File: config.mk
export PLATFORM = sky130hd
export DESIGN_NAME = generalized_hilbert_curve_walker
export DESIGN_NICKNAME = d
export VERILOG_FILES = /design/src/rtl/ghcw_pkg.sv /design/src/rtl/ghcw_ram.sv /design/src/rtl/ghcw_front.sv /design/src/rtl/ghcw_back.sv /design/src/rtl/generalized_hilbert_curve_walker.sv
export VERILOG_INCLUDE_DIRS = /design/src /design/src/rtl
export SDC_FILE = /design/constraint.sdc
export NUM_CORES = 2
export LEC_CHECK = 0
export ABC_AREA = 1
export BUFFER_PORTS_ARGS = -buffer_cell sky130_fd_sc_hd__buf_2
export CORE_ASPECT_RATIO = 2
export CORE_MARGIN = 2
export CORE_UTILIZATION = 25
export DETAILED_ROUTE_END_ITERATION = 10
export SLEW_MARGIN = 20
export SYNTH_ARGS = -nofsm -noshare
export SYNTH_HDL_FRONTEND = slang
export SYNTH_HIERARCHICAL = 1
export SYNTH_SLANG_ARGS = --single-unit
File: constraint.sdc
create_clock -name clk_i -period 35.7 [get_ports clk_i]
set_clock_uncertainty 0.15 [all_clocks]
set_input_delay 1.785 -clock clk_i [delete_from_list [all_inputs] [get_ports clk_i]]
set_output_delay 1.785 -clock clk_i [all_outputs]
set_load 0.005 [all_outputs]
File: src/rtl/generalized_hilbert_curve_walker_macros.svh
// assertion macros shared by the walker modules
`ifndef GENERALIZED_HILBERT_CURVE_WALKER_MACROS_SVH
`define GENERALIZED_HILBERT_CURVE_WALKER_MACROS_SVH

// property must hold at every clock edge out of reset
`define GHCW_ASSERT(lbl, prop, msg) \
  lbl: assert property (@(posedge clk_i) disable iff (!rst_ni) (prop)) else $error(msg);

// condition must never be seen out of reset
`define GHCW_NEVER(lbl, cond, msg) \
  lbl: assert property (@(posedge clk_i) disable iff (!rst_ni) !(cond)) else $error(msg);

`endif

File: src/rtl/ghcw_pkg.sv
// shared types and constants of the hilbert curve walker
package ghcw_pkg;

  // configuration register fields
  localparam int unsigned DIM_REG_W = 13;
  localparam logic [DIM_REG_W-1:0] DIM_RESET = 13'd256;

  // register index, taken from paddr bit 2
  localparam logic REG_IDX_WIDTH  = 1'b0;
  localparam logic REG_IDX_HEIGHT = 1'b1;

  // result field widths
  localparam int unsigned COORD_W  = 12;
  localparam int unsigned RASTER_W = 24;

  // child numbers kept in a stack frame
  localparam int unsigned PHASE_W = 2;
  localparam logic [PHASE_W-1:0] PHASE_FIRST  = 2'd0;
  localparam logic [PHASE_W-1:0] PHASE_SECOND = 2'd1;
  localparam logic [PHASE_W-1:0] PHASE_THIRD  = 2'd2;

  // request handed from the front to the back
  typedef struct packed {
    logic valid;
    logic restart;
  } req_t;

endpackage

File: src/rtl/ghcw_ram.sv
// generic single write, single registered read ram
module ghcw_ram #(
  parameter int unsigned WIDTH = 8,
  parameter int unsigned DEPTH = 8
) (
  input  logic                     clk_i,
  input  logic                     wr_en_i,
  input  logic [$clog2(DEPTH)-1:0] wr_addr_i,
  input  logic [WIDTH-1:0]         wr_data_i,
  input  logic                     rd_en_i,
  input  logic [$clog2(DEPTH)-1:0] rd_addr_i,
  output logic [WIDTH-1:0]         rd_data_o
);

  logic [WIDTH-1:0] mem_q [DEPTH];
  logic [WIDTH-1:0] rd_data_q;

  // write port
  always_ff @(posedge clk_i) begin
    if (wr_en_i) begin
      mem_q[wr_addr_i] <= wr_data_i;
    end
  end

  // registered read port
  always_ff @(posedge clk_i) begin
    if (rd_en_i) begin
      rd_data_q <= mem_q[rd_addr_i];
    end
  end

  assign rd_data_o = rd_data_q;

endmodule

File: src/rtl/ghcw_front.sv
// front: configuration registers and the request queue
`include "generalized_hilbert_curve_walker_macros.svh"

module ghcw_front #(
  parameter int unsigned MAX_DIM = 4096
) (
  input  logic                         clk_i,
  input  logic                         rst_ni,
  // input channel
  input  logic                         in_valid_i,
  output logic                         in_stall_o,
  input  logic                         restart_i,
  // register port
  input  logic                         psel,
  input  logic                         penable,
  input  logic                         pwrite,
  input  logic [2:0]                   paddr,
  input  logic [31:0]                  pwdata,
  output logic [31:0]                  prdata,
  output logic                         pready,
  // towards the back
  output ghcw_pkg::req_t               req_o,
  input  logic                         take_i,
  output logic [$clog2(MAX_DIM+1)-1:0] dim_w_o,
  output logic [$clog2(MAX_DIM+1)-1:0] dim_h_o
);
  import ghcw_pkg::*;

  localparam int unsigned DIMW = $clog2(MAX_DIM + 1);

  logic [DIM_REG_W-1:0] width_q, height_q;
  logic                 wr_acc;
  logic [1:0]           count_q, count_d;
  logic                 wr_ptr_q, rd_ptr_q;
  logic                 slot_q [2];
  logic                 push, pop;

  // register writes
  assign pready = 1'b1;
  assign wr_acc = psel & penable & pwrite;

  always_ff @(posedge clk_i or negedge rst_ni) begin
    if (!rst_ni) begin
      width_q  <= DIM_RESET;
      height_q <= DIM_RESET;
    end else if (wr_acc) begin
      if (paddr[2] == REG_IDX_WIDTH) begin
        width_q <= pwdata[DIM_REG_W-1:0];
      end else begin
        height_q <= pwdata[DIM_REG_W-1:0];
      end
    end
  end

  // register reads
  assign prdata = (paddr[2] == REG_IDX_HEIGHT) ? 32'(height_q) : 32'(width_q);

  // clamp a dimension into one to max
  function automatic logic [DIMW-1:0] clamp_dim(input logic [DIM_REG_W-1:0] v);
    if (v == '0) begin
      return DIMW'(1);
    end else if (32'(v) > 32'(MAX_DIM)) begin
      return DIMW'(MAX_DIM);
    end else begin
      return DIMW'(v);
    end
  endfunction

  assign dim_w_o = clamp_dim(width_q);
  assign dim_h_o = clamp_dim(height_q);

  // two-entry request queue
  assign in_stall_o = (count_q == 2'd2);
  assign push       = in_valid_i & ~in_stall_o;
  assign pop        = take_i & (count_q != 2'd0);

  always_comb begin
    count_d = count_q;
    if (push && !pop) begin
      count_d = count_q + 2'd1;
    end else if (pop && !push) begin
      count_d = count_q - 2'd1;
    end
  end

  always_ff @(posedge clk_i or negedge rst_ni) begin
    if (!rst_ni) begin
      count_q  <= 2'd0;
      wr_ptr_q <= 1'b0;
      rd_ptr_q <= 1'b0;
    end else begin
      count_q <= count_d;
      if (push) begin
        wr_ptr_q <= ~wr_ptr_q;
      end
      if (pop) begin
        rd_ptr_q <= ~rd_ptr_q;
      end
    end
  end

  always_ff @(posedge clk_i) begin
    if (push) begin
      slot_q[wr_ptr_q] <= restart_i;
    end
  end

  assign req_o.valid   = (count_q != 2'd0);
  assign req_o.restart = slot_q[rd_ptr_q];

  `GHCW_NEVER(a_count_bound, count_q == 2'd3, "request queue overfilled")
  `GHCW_ASSERT(a_ptr_match, (count_q == 2'd0 || count_q == 2'd2) |-> (wr_ptr_q == rd_ptr_q), "queue pointers out of step")
  `GHCW_ASSERT(a_pop_push, (pop && !push) |=> (count_q == $past(count_q) - 2'd1), "queue count lost a beat")

endmodule

File: src/rtl/ghcw_back.sv
// back: split stack sequencer and leaf run stepper
`include "generalized_hilbert_curve_walker_macros.svh"

module ghcw_back #(
  parameter int unsigned MAX_DIM     = 4096,
  parameter int unsigned STACK_DEPTH = 32
) (
  input  logic                         clk_i,
  input  logic                         rst_ni,
  input  ghcw_pkg::req_t               req_i,
  output logic                         take_o,
  input  logic [$clog2(MAX_DIM+1)-1:0] dim_w_i,
  input  logic [$clog2(MAX_DIM+1)-1:0] dim_h_i,
  output logic                         out_valid_o,
  input  logic                         out_stall_i,
  output logic [ghcw_pkg::COORD_W-1:0] point_x_o,
  output logic [ghcw_pkg::COORD_W-1:0] point_y_o,
  output logic [ghcw_pkg::RASTER_W-1:0] raster_index_o,
  output logic                         last_point_o
);
  import ghcw_pkg::*;

  localparam int unsigned DIMW = $clog2(MAX_DIM + 1);
  localparam int unsigned CW   = DIMW + 1;
  localparam int unsigned TW   = $clog2(STACK_DEPTH + 1);
  localparam int unsigned AW   = $clog2(STACK_DEPTH);
  localparam int unsigned FW   = 6 * CW + PHASE_W;
  localparam int unsigned PW   = COORD_W + DIMW;

  localparam logic [2:0] S_IDLE  = 3'd0;
  localparam logic [2:0] S_ENTER = 3'd1;
  localparam logic [2:0] S_ADV   = 3'd2;
  localparam logic [2:0] S_RD    = 3'd3;
  localparam logic [2:0] S_POP   = 3'd4;
  localparam logic [2:0] S_EMIT  = 3'd5;

  typedef logic signed [CW-1:0] crd_t;

  logic [2:0]  state_q;
  logic        active_q, pend_q, more_q, out_valid_q;
  logic [TW-1:0] top_q;
  logic [DIMW-1:0] rem_q, cur_w_q;
  crd_t        bx_q, by_q, bax_q, bay_q, bbx_q, bby_q;
  crd_t        run_x_q, run_y_q, run_dx_q, run_dy_q;
  logic [COORD_W-1:0] pt_x_q, pt_y_q;
  logic [COORD_W-1:0] ox_q, oy_q;
  logic [RASTER_W-1:0] oraster_q;
  logic        olast_q;

  // stack memory ports
  logic          st_we, st_re;
  logic [AW-1:0] st_waddr, st_raddr;
  logic [FW-1:0] st_wdata, st_rdata;
  crd_t          rx, ry, rax, ray, rbx, rby;
  logic [PHASE_W-1:0] rph;

  // split unit
  crd_t sx, sy, sax, say, sbx, sby;
  logic [PHASE_W-1:0] sk;
  crd_t suma, sumb, sw, sh, dax, day, dbx, dby, ax2, ay2, bx2, by2, w2, h2;
  crd_t cx, cy, cax, cay, cbx, cby;
  logic [CW+1:0] w_x2, h_x3;
  logic wide, sdone;

  logic full, out_free, root_x;
  logic [PW-1:0] prod;

  function automatic crd_t sgn(input crd_t v);
    if (v[CW-1]) begin
      return '1;
    end else if (v != '0) begin
      return CW'(1);
    end else begin
      return '0;
    end
  endfunction

  function automatic crd_t absv(input crd_t v);
    return v[CW-1] ? -v : v;
  endfunction

  assign {rx, ry, rax, ray, rbx, rby, rph} = st_rdata;

  ghcw_ram #(
    .WIDTH(FW),
    .DEPTH(STACK_DEPTH)
  ) u_stack (
    .clk_i     (clk_i),
    .wr_en_i   (st_we),
    .wr_addr_i (st_waddr),
    .wr_data_i (st_wdata),
    .rd_en_i   (st_re),
    .rd_addr_i (st_raddr),
    .rd_data_o (st_rdata)
  );

  // split of one box into its k-th child
  always_comb begin
    if (state_q == S_POP) begin
      sx = rx; sy = ry; sax = rax; say = ray; sbx = rbx; sby = rby; sk = rph;
    end else begin
      sx = bx_q; sy = by_q; sax = bax_q; say = bay_q; sbx = bbx_q; sby = bby_q;
      sk = PHASE_FIRST;
    end
    suma = sax + say;
    sumb = sbx + sby;
    sw   = absv(suma);
    sh   = absv(sumb);
    dax  = sgn(sax);
    day  = sgn(say);
    dbx  = sgn(sbx);
    dby  = sgn(sby);
    ax2  = sax >>> 1;
    ay2  = say >>> 1;
    bx2  = sbx >>> 1;
    by2  = sby >>> 1;
    w2   = absv(ax2 + ay2);
    h2   = absv(bx2 + by2);
    w_x2 = (CW+2)'(unsigned'(sw)) << 1;
    h_x3 = ((CW+2)'(unsigned'(sh)) << 1) + (CW+2)'(unsigned'(sh));
    wide = (w_x2 > h_x3);
    cx = sx; cy = sy; cax = sax; cay = say; cbx = sbx; cby = sby;
    if (wide) begin
      if (w2[0] && (sw > CW'(2))) begin
        ax2 = ax2 + dax;
        ay2 = ay2 + day;
      end
      sdone = (sk >= PHASE_THIRD);
      if (sk == PHASE_FIRST) begin
        cax = ax2; cay = ay2;
      end else begin
        cx = sx + ax2; cy = sy + ay2;
        cax = sax - ax2; cay = say - ay2;
      end
    end else begin
      if (h2[0] && (sh > CW'(2))) begin
        bx2 = bx2 + dbx;
        by2 = by2 + dby;
      end
      sdone = (sk > PHASE_THIRD);
      case (sk)
        PHASE_FIRST: begin
          cax = bx2; cay = by2; cbx = ax2; cby = ay2;
        end
        PHASE_SECOND: begin
          cx = sx + bx2; cy = sy + by2;
          cbx = sbx - bx2; cby = sby - by2;
        end
        default: begin
          cx  = sx + (sax - dax) + (bx2 - dbx);
          cy  = sy + (say - day) + (by2 - dby);
          cax = -bx2; cay = -by2;
          cbx = -(sax - ax2); cby = -(say - ay2);
        end
      endcase
    end
  end

  assign full     = (top_q == TW'(STACK_DEPTH));
  assign out_free = ~out_valid_q | ~out_stall_i;
  assign root_x   = (dim_w_i >= dim_h_i);
  assign take_o   = (state_q == S_IDLE) & req_i.valid;
  assign prod     = PW'(pt_y_q) * PW'(cur_w_q);

  // stack access
  always_comb begin
    st_we    = 1'b0;
    st_waddr = top_q[AW-1:0];
    st_wdata = {bx_q, by_q, bax_q, bay_q, bbx_q, bby_q, PHASE_SECOND};
    st_re    = (state_q == S_RD);
    st_raddr = AW'(top_q - TW'(1));
    if (state_q == S_ENTER && sh != CW'(1) && sw != CW'(1) && sw != '0 && sh != '0 && !full) begin
      st_we = 1'b1;
    end else if (state_q == S_POP && !sdone) begin
      st_we    = 1'b1;
      st_waddr = AW'(top_q - TW'(1));
      st_wdata = {rx, ry, rax, ray, rbx, rby, rph + PHASE_W'(1)};
    end
  end

  // sequencer control
  always_ff @(posedge clk_i or negedge rst_ni) begin
    if (!rst_ni) begin
      state_q     <= S_IDLE;
      active_q    <= 1'b0;
      pend_q      <= 1'b0;
      more_q      <= 1'b0;
      top_q       <= '0;
      rem_q       <= '0;
      out_valid_q <= 1'b0;
    end else begin
      if (out_valid_q && !out_stall_i && state_q != S_EMIT) begin
        out_valid_q <= 1'b0;
      end
      case (state_q)
        S_IDLE: begin
          if (req_i.valid) begin
            if (req_i.restart || !active_q) begin
              active_q <= 1'b1;
              pend_q   <= 1'b0;
              top_q    <= '0;
              state_q  <= S_ENTER;
            end else begin
              pend_q  <= 1'b1;
              rem_q   <= rem_q - DIMW'(1);
              state_q <= S_ADV;
            end
          end
        end
        S_ENTER: begin
          if (sh == CW'(1)) begin
            rem_q   <= DIMW'(unsigned'(sw));
            state_q <= S_ADV;
          end else if (sw == CW'(1)) begin
            rem_q   <= DIMW'(unsigned'(sh));
            state_q <= S_ADV;
          end else if (sw == '0 || sh == '0 || full) begin
            rem_q   <= '0;
            state_q <= S_ADV;
          end else begin
            top_q <= top_q + TW'(1);
          end
        end
        S_ADV: begin
          if (rem_q != '0) begin
            if (!pend_q) begin
              pend_q <= 1'b1;
              rem_q  <= rem_q - DIMW'(1);
            end else begin
              more_q  <= 1'b1;
              state_q <= S_EMIT;
            end
          end else if (top_q == '0) begin
            if (pend_q) begin
              more_q  <= 1'b0;
              state_q <= S_EMIT;
            end else begin
              active_q <= 1'b0;
              state_q  <= S_IDLE;
            end
          end else begin
            state_q <= S_RD;
          end
        end
        S_RD: begin
          state_q <= S_POP;
        end
        S_POP: begin
          if (sdone) begin
            top_q   <= top_q - TW'(1);
            state_q <= S_ADV;
          end else begin
            state_q <= S_ENTER;
          end
        end
        S_EMIT: begin
          if (out_free) begin
            out_valid_q <= 1'b1;
            active_q    <= more_q;
            state_q     <= S_IDLE;
          end
        end
        default: begin
          state_q <= S_IDLE;
        end
      endcase
    end
  end

  // box, run and result payload
  always_ff @(posedge clk_i) begin
    case (state_q)
      S_IDLE: begin
        if (req_i.valid) begin
          if (req_i.restart || !active_q) begin
            cur_w_q <= dim_w_i;
            bx_q <= '0; by_q <= '0;
            if (root_x) begin
              bax_q <= CW'(dim_w_i); bay_q <= '0;
              bbx_q <= '0;           bby_q <= CW'(dim_h_i);
            end else begin
              bax_q <= '0;           bay_q <= CW'(dim_h_i);
              bbx_q <= CW'(dim_w_i); bby_q <= '0;
            end
          end else begin
            pt_x_q  <= COORD_W'(unsigned'(run_x_q));
            pt_y_q  <= COORD_W'(unsigned'(run_y_q));
            run_x_q <= run_x_q + run_dx_q;
            run_y_q <= run_y_q + run_dy_q;
          end
        end
      end
      S_ENTER: begin
        run_x_q <= bx_q;
        run_y_q <= by_q;
        if (sh == CW'(1)) begin
          run_dx_q <= dax; run_dy_q <= day;
        end else if (sw == CW'(1)) begin
          run_dx_q <= dbx; run_dy_q <= dby;
        end else begin
          run_dx_q <= '0; run_dy_q <= '0;
        end
        bx_q <= cx; by_q <= cy; bax_q <= cax; bay_q <= cay; bbx_q <= cbx; bby_q <= cby;
      end
      S_ADV: begin
        if (rem_q != '0 && !pend_q) begin
          pt_x_q  <= COORD_W'(unsigned'(run_x_q));
          pt_y_q  <= COORD_W'(unsigned'(run_y_q));
          run_x_q <= run_x_q + run_dx_q;
          run_y_q <= run_y_q + run_dy_q;
        end
      end
      S_POP: begin
        bx_q <= cx; by_q <= cy; bax_q <= cax; bay_q <= cay; bbx_q <= cbx; bby_q <= cby;
      end
      S_EMIT: begin
        if (out_free) begin
          ox_q      <= pt_x_q;
          oy_q      <= pt_y_q;
          oraster_q <= RASTER_W'(prod) + RASTER_W'(pt_x_q);
          olast_q   <= ~more_q;
        end
      end
      default: begin
      end
    endcase
  end

  assign out_valid_o    = out_valid_q;
  assign point_x_o      = ox_q;
  assign point_y_o      = oy_q;
  assign raster_index_o = oraster_q;
  assign last_point_o   = olast_q;

  `GHCW_NEVER(a_top_bound, 32'(top_q) > 32'(STACK_DEPTH), "stack pointer beyond depth")
  `GHCW_ASSERT(a_pop_nonempty, (state_q == S_RD || state_q == S_POP) |-> (top_q != '0), "pop from empty stack")
  `GHCW_ASSERT(a_out_from_emit, $rose(out_valid_q) |-> ($past(state_q) == S_EMIT), "beat raised outside emit")
  `GHCW_ASSERT(a_emit_has_point, (state_q == S_EMIT) |-> pend_q, "emit without a captured point")

endmodule

File: src/rtl/generalized_hilbert_curve_walker.sv
// top level of the generalized hilbert curve walker
//
//  channel | direction | handshake              | beat
//  in      | input     | in_valid_i, in_stall_o | restart_i
//  out     | output    | out_valid_o, out_stall_i | point_x_o, point_y_o, raster_index_o,
//          |           |                        | last_point_o
//  cfg     | input     | psel, penable, pwrite  | paddr, pwdata (rect_width at 0, rect_height at 4)
//
// a point inside a leaf run passes the idle, advance and emit states; each frame push
// passes the enter state and each pop the read and pop states (stack ram read plus the
// split unit), so a point takes longer where the walk crosses frames.
// the output register takes the next request while a beat waits; two requests queue in front.
// reset clears the stack pointer, run state and queues; dimensions reset to 256 x 256.
// dimensions are latched at the start of each curve.
module generalized_hilbert_curve_walker #(
  parameter int unsigned MAX_DIM     = 4096,
  parameter int unsigned STACK_DEPTH = 32
) (
  input  logic                          clk_i,
  input  logic                          rst_ni,
  input  logic                          in_valid_i,
  output logic                          in_stall_o,
  input  logic                          restart_i,
  output logic                          out_valid_o,
  input  logic                          out_stall_i,
  output logic [ghcw_pkg::COORD_W-1:0]  point_x_o,
  output logic [ghcw_pkg::COORD_W-1:0]  point_y_o,
  output logic [ghcw_pkg::RASTER_W-1:0] raster_index_o,
  output logic                          last_point_o,
  input  logic                          psel,
  input  logic                          penable,
  input  logic                          pwrite,
  input  logic [2:0]                    paddr,
  input  logic [31:0]                   pwdata,
  output logic [31:0]                   prdata,
  output logic                          pready
);
  import ghcw_pkg::*;

  localparam int unsigned DIMW = $clog2(MAX_DIM + 1);

  req_t            req;
  logic            take;
  logic [DIMW-1:0] dim_w, dim_h;

  // request intake and registers
  ghcw_front #(
    .MAX_DIM(MAX_DIM)
  ) u_front (
    .clk_i      (clk_i),
    .rst_ni     (rst_ni),
    .in_valid_i (in_valid_i),
    .in_stall_o (in_stall_o),
    .restart_i  (restart_i),
    .psel       (psel),
    .penable    (penable),
    .pwrite     (pwrite),
    .paddr      (paddr),
    .pwdata     (pwdata),
    .prdata     (prdata),
    .pready     (pready),
    .req_o      (req),
    .take_i     (take),
    .dim_w_o    (dim_w),
    .dim_h_o    (dim_h)
  );

  // curve walking
  ghcw_back #(
    .MAX_DIM     (MAX_DIM),
    .STACK_DEPTH (STACK_DEPTH)
  ) u_back (
    .clk_i          (clk_i),
    .rst_ni         (rst_ni),
    .req_i          (req),
    .take_o         (take),
    .dim_w_i        (dim_w),
    .dim_h_i        (dim_h),
    .out_valid_o    (out_valid_o),
    .out_stall_i    (out_stall_i),
    .point_x_o      (point_x_o),
    .point_y_o      (point_y_o),
    .raster_index_o (raster_index_o),
    .last_point_o   (last_point_o)
  );

endmodule
==> metrics <==
layout cells sized above 1=7.53%; PostCTS Resize Cnt=0; Setup-failing EPs final=0; crit path kind=register to register; path type of the worst min-delay path=register to register; DRT Pass-1 Iters=6; Slew HR=around a fifth; RSZ-0062 raised after global routing=false; Tmin final=around 14 ns; clk slew on worst S/H paths=about 0.07 ns; Nets=14.1k; reg2reg path depth=between 40 and 50; total number of vias=102k; WP data arrival=roughly 14 ns; Clk Latency, worst-skew pair=approximately 1 ns; port bufs=85; Via density=~4.8; Crit-path slowest cell=nor2_4; site row count=393; worst-path fanout max=69; fmax=73.8 MHz; mean post-synth cell area=10.5 µm²; period utilization=between 30% and 40%; Synth Cell Area=~0.14 mm²; Residual DRC=0; number of buffers created by CTS=roughly 230; H-tree depth=4; Routed wire per std cell=22.8 µm; hold path start=u_back/run_y_q[6]; Max Slew Vio Count=0; max_cap viols=0; slowest stage delay, CP=0.88 ns; pin count of the biggest net entering global routing=around 220; CTS tree=done; gpl congestion=approximately 1; Routed WL=~480 mm; GRT Total Usage=about 16%; Post-CTS Setup Inserts=0; Ports=between 100 and 150; Post-Synthesis Cells=roughly 14k; setup tns final=0 ns; Core ar.=approximately 0.57 mm²; clk buf depth=4; dpl cells=approximately 21k; Initial Util=roughly a quarter; die extent in y=around 1.1 mm; chip width=539 µm; critical path data required time=about 36 ns; status=completed; vias in the first global route=99.8k; Filler cells=59.0k; cts hold-fix bufs=0; total number of yosys warnings=6; Worst setup SP type=register; clk sinks=approximately 3k; R2R Path Start=u_back/state_q[1]; initial antenna violation count=9; Worst Setup End Kind=register; HPWL after DPL=between 200 and 300 mm; DRC violation total after the first TritonRoute iteration=around 9.3k; Most common cell on crit path=a21oi_1; post-route ant nets=0; Worst-Margin Slew=1.19 ns; first-pass GRT wire length=around 690 mm; Hold Crit Endpoint=u_back/pt_y_q[6]; Reg2Reg Capture Point=u_back/u_stack/mem_q[10][41]; CTS root buffer=clkbuf_16; Fin. Hold Viols=0; GRT overflow=0; synth-to-layout area growth=11.8%; die area=about 0.58 mm²; Worst Hold Path Cells=0; FF-to-FF setup slack=22.14 ns; Post-Layout Cell Count=~21k
## layer usage
metal / vias to the layer above / part of all wire [%] / track usage, %
met5: - / 0 / 0
met4: 0 / 8.6 / 12.2
met3: 1175 / 5.6 / 1.49
met2: 4047 / 52 / 29.9
met1: 50700 / 34 / 16.6
li1: 46500 / - / -
## layout make-up
| class | instances | area, µm² | share of cell area, % |
|---|---|---|---|
| antenna | 15 | 37.5 | 0.0235 |
| inverter | 816 | 3140 | 1.96 |
| tap | 7505 | 9390 | 5.87 |
| sequential | 2958 | 88500 | 55.3 |
| timing repair buffer | 369 | 2710 | 1.69 |
| clock buffer | 264 | 5920 | 3.70 |
| multi-input combinational | 9116 | 48500 | 30.3 |
| clock inverter | 158 | 1770 | 1.11 |
## stage by stage
| step | util (%) | setup WS (ns) | instance area (µm²) | hold WS [ns] |
|---|---|---|---|---|
| after floorplan | - | 24.26 | 143000 | 0.276 |
| after global placement | 26.6 | 22.42 | 152000 | 0.287 |
| after detailed placement | 26.6 | 22.30 | 152000 | 0.293 |
| after CTS | 28.0 | 22.21 | 160000 | 0.312 |
| after global routing | 28.0 | 21.35 | 160000 | 0.315 |
| final | 28.0 | 22.14 | 160000 | 0.311 |
## critical path: cells and delay by family (launching register included)
kind / cells / cell delay (ns)
and+or+nand+nor: 19 / 4.72
AOI/OAI and AO/OA: 15 / 3.03
buffers and inverters: 7 / 2.99
adders and majority gates: 3 / 1.02
xor gates and xnor gates: 2 / 0.47
DFF: 1 / 0.42
## flip-flops by register name, summed over array words and instances (netlist names), 14 cells and up
signal                    count
u_back/bax_q                 14
u_back/bay_q                 14
u_back/bbx_q                 14
u_back/bby_q                 14
u_back/raster_index_o        24
u_back/u_stack/mem_q       2624
u_back/u_stack/rd_data_o     82
## cells in the final DEF, fill, tap and decap left out, types with 17 or more instances in the layout
cell       count
a21oi_1      243
a41oi_1       23
buf_2         85
buf_4        270
bufinv_16     31
clkbuf_1      31
clkbuf_16    231
clkinv_1      38
clkinv_2      50
conb_1        20
dfrtp_1       54
edfxtp_1    2902
fa_1         208
ha_1         365
inv_1        780
inv_2         24
nand2_1     4229
nand2_2       72
nand3_1     2557
nand4_1       34
nor2_1       315
nor2_4        41
nor3_1        42
o21ai_0      335
o21ai_1       49
o21ai_2       17
o21ai_4       35
o21bai_1      29
o22ai_1       22
o31ai_1       31
or2_2         30
xnor2_1       46
xor2_1       148
## worst max path at each step
stage / endpoint / cells after the start / from / slack (ns)
final: u_back/u_stack/mem_q[10][41] / 46 / u_back/state_q[1] / 22.14
after global routing: u_back/u_stack/mem_q[10][41] / 46 / u_back/state_q[0] / 21.35
after CTS: u_back/u_stack/mem_q[10][41] / 46 / u_back/state_q[0] / 22.21
after detailed placement: u_back/u_stack/mem_q[10][8] / 46 / u_back/state_q[1] / 22.30
after global placement: u_back/u_stack/mem_q[10][8] / 46 / u_back/state_q[1] / 22.42
after floorplan: u_back/u_stack/mem_q[24][0] / 53 / u_back/state_q[1] / 24.26
Power is not shown: default switching activity piles up to over one toggle a cycle in this logic, so the estimate is an artifact.
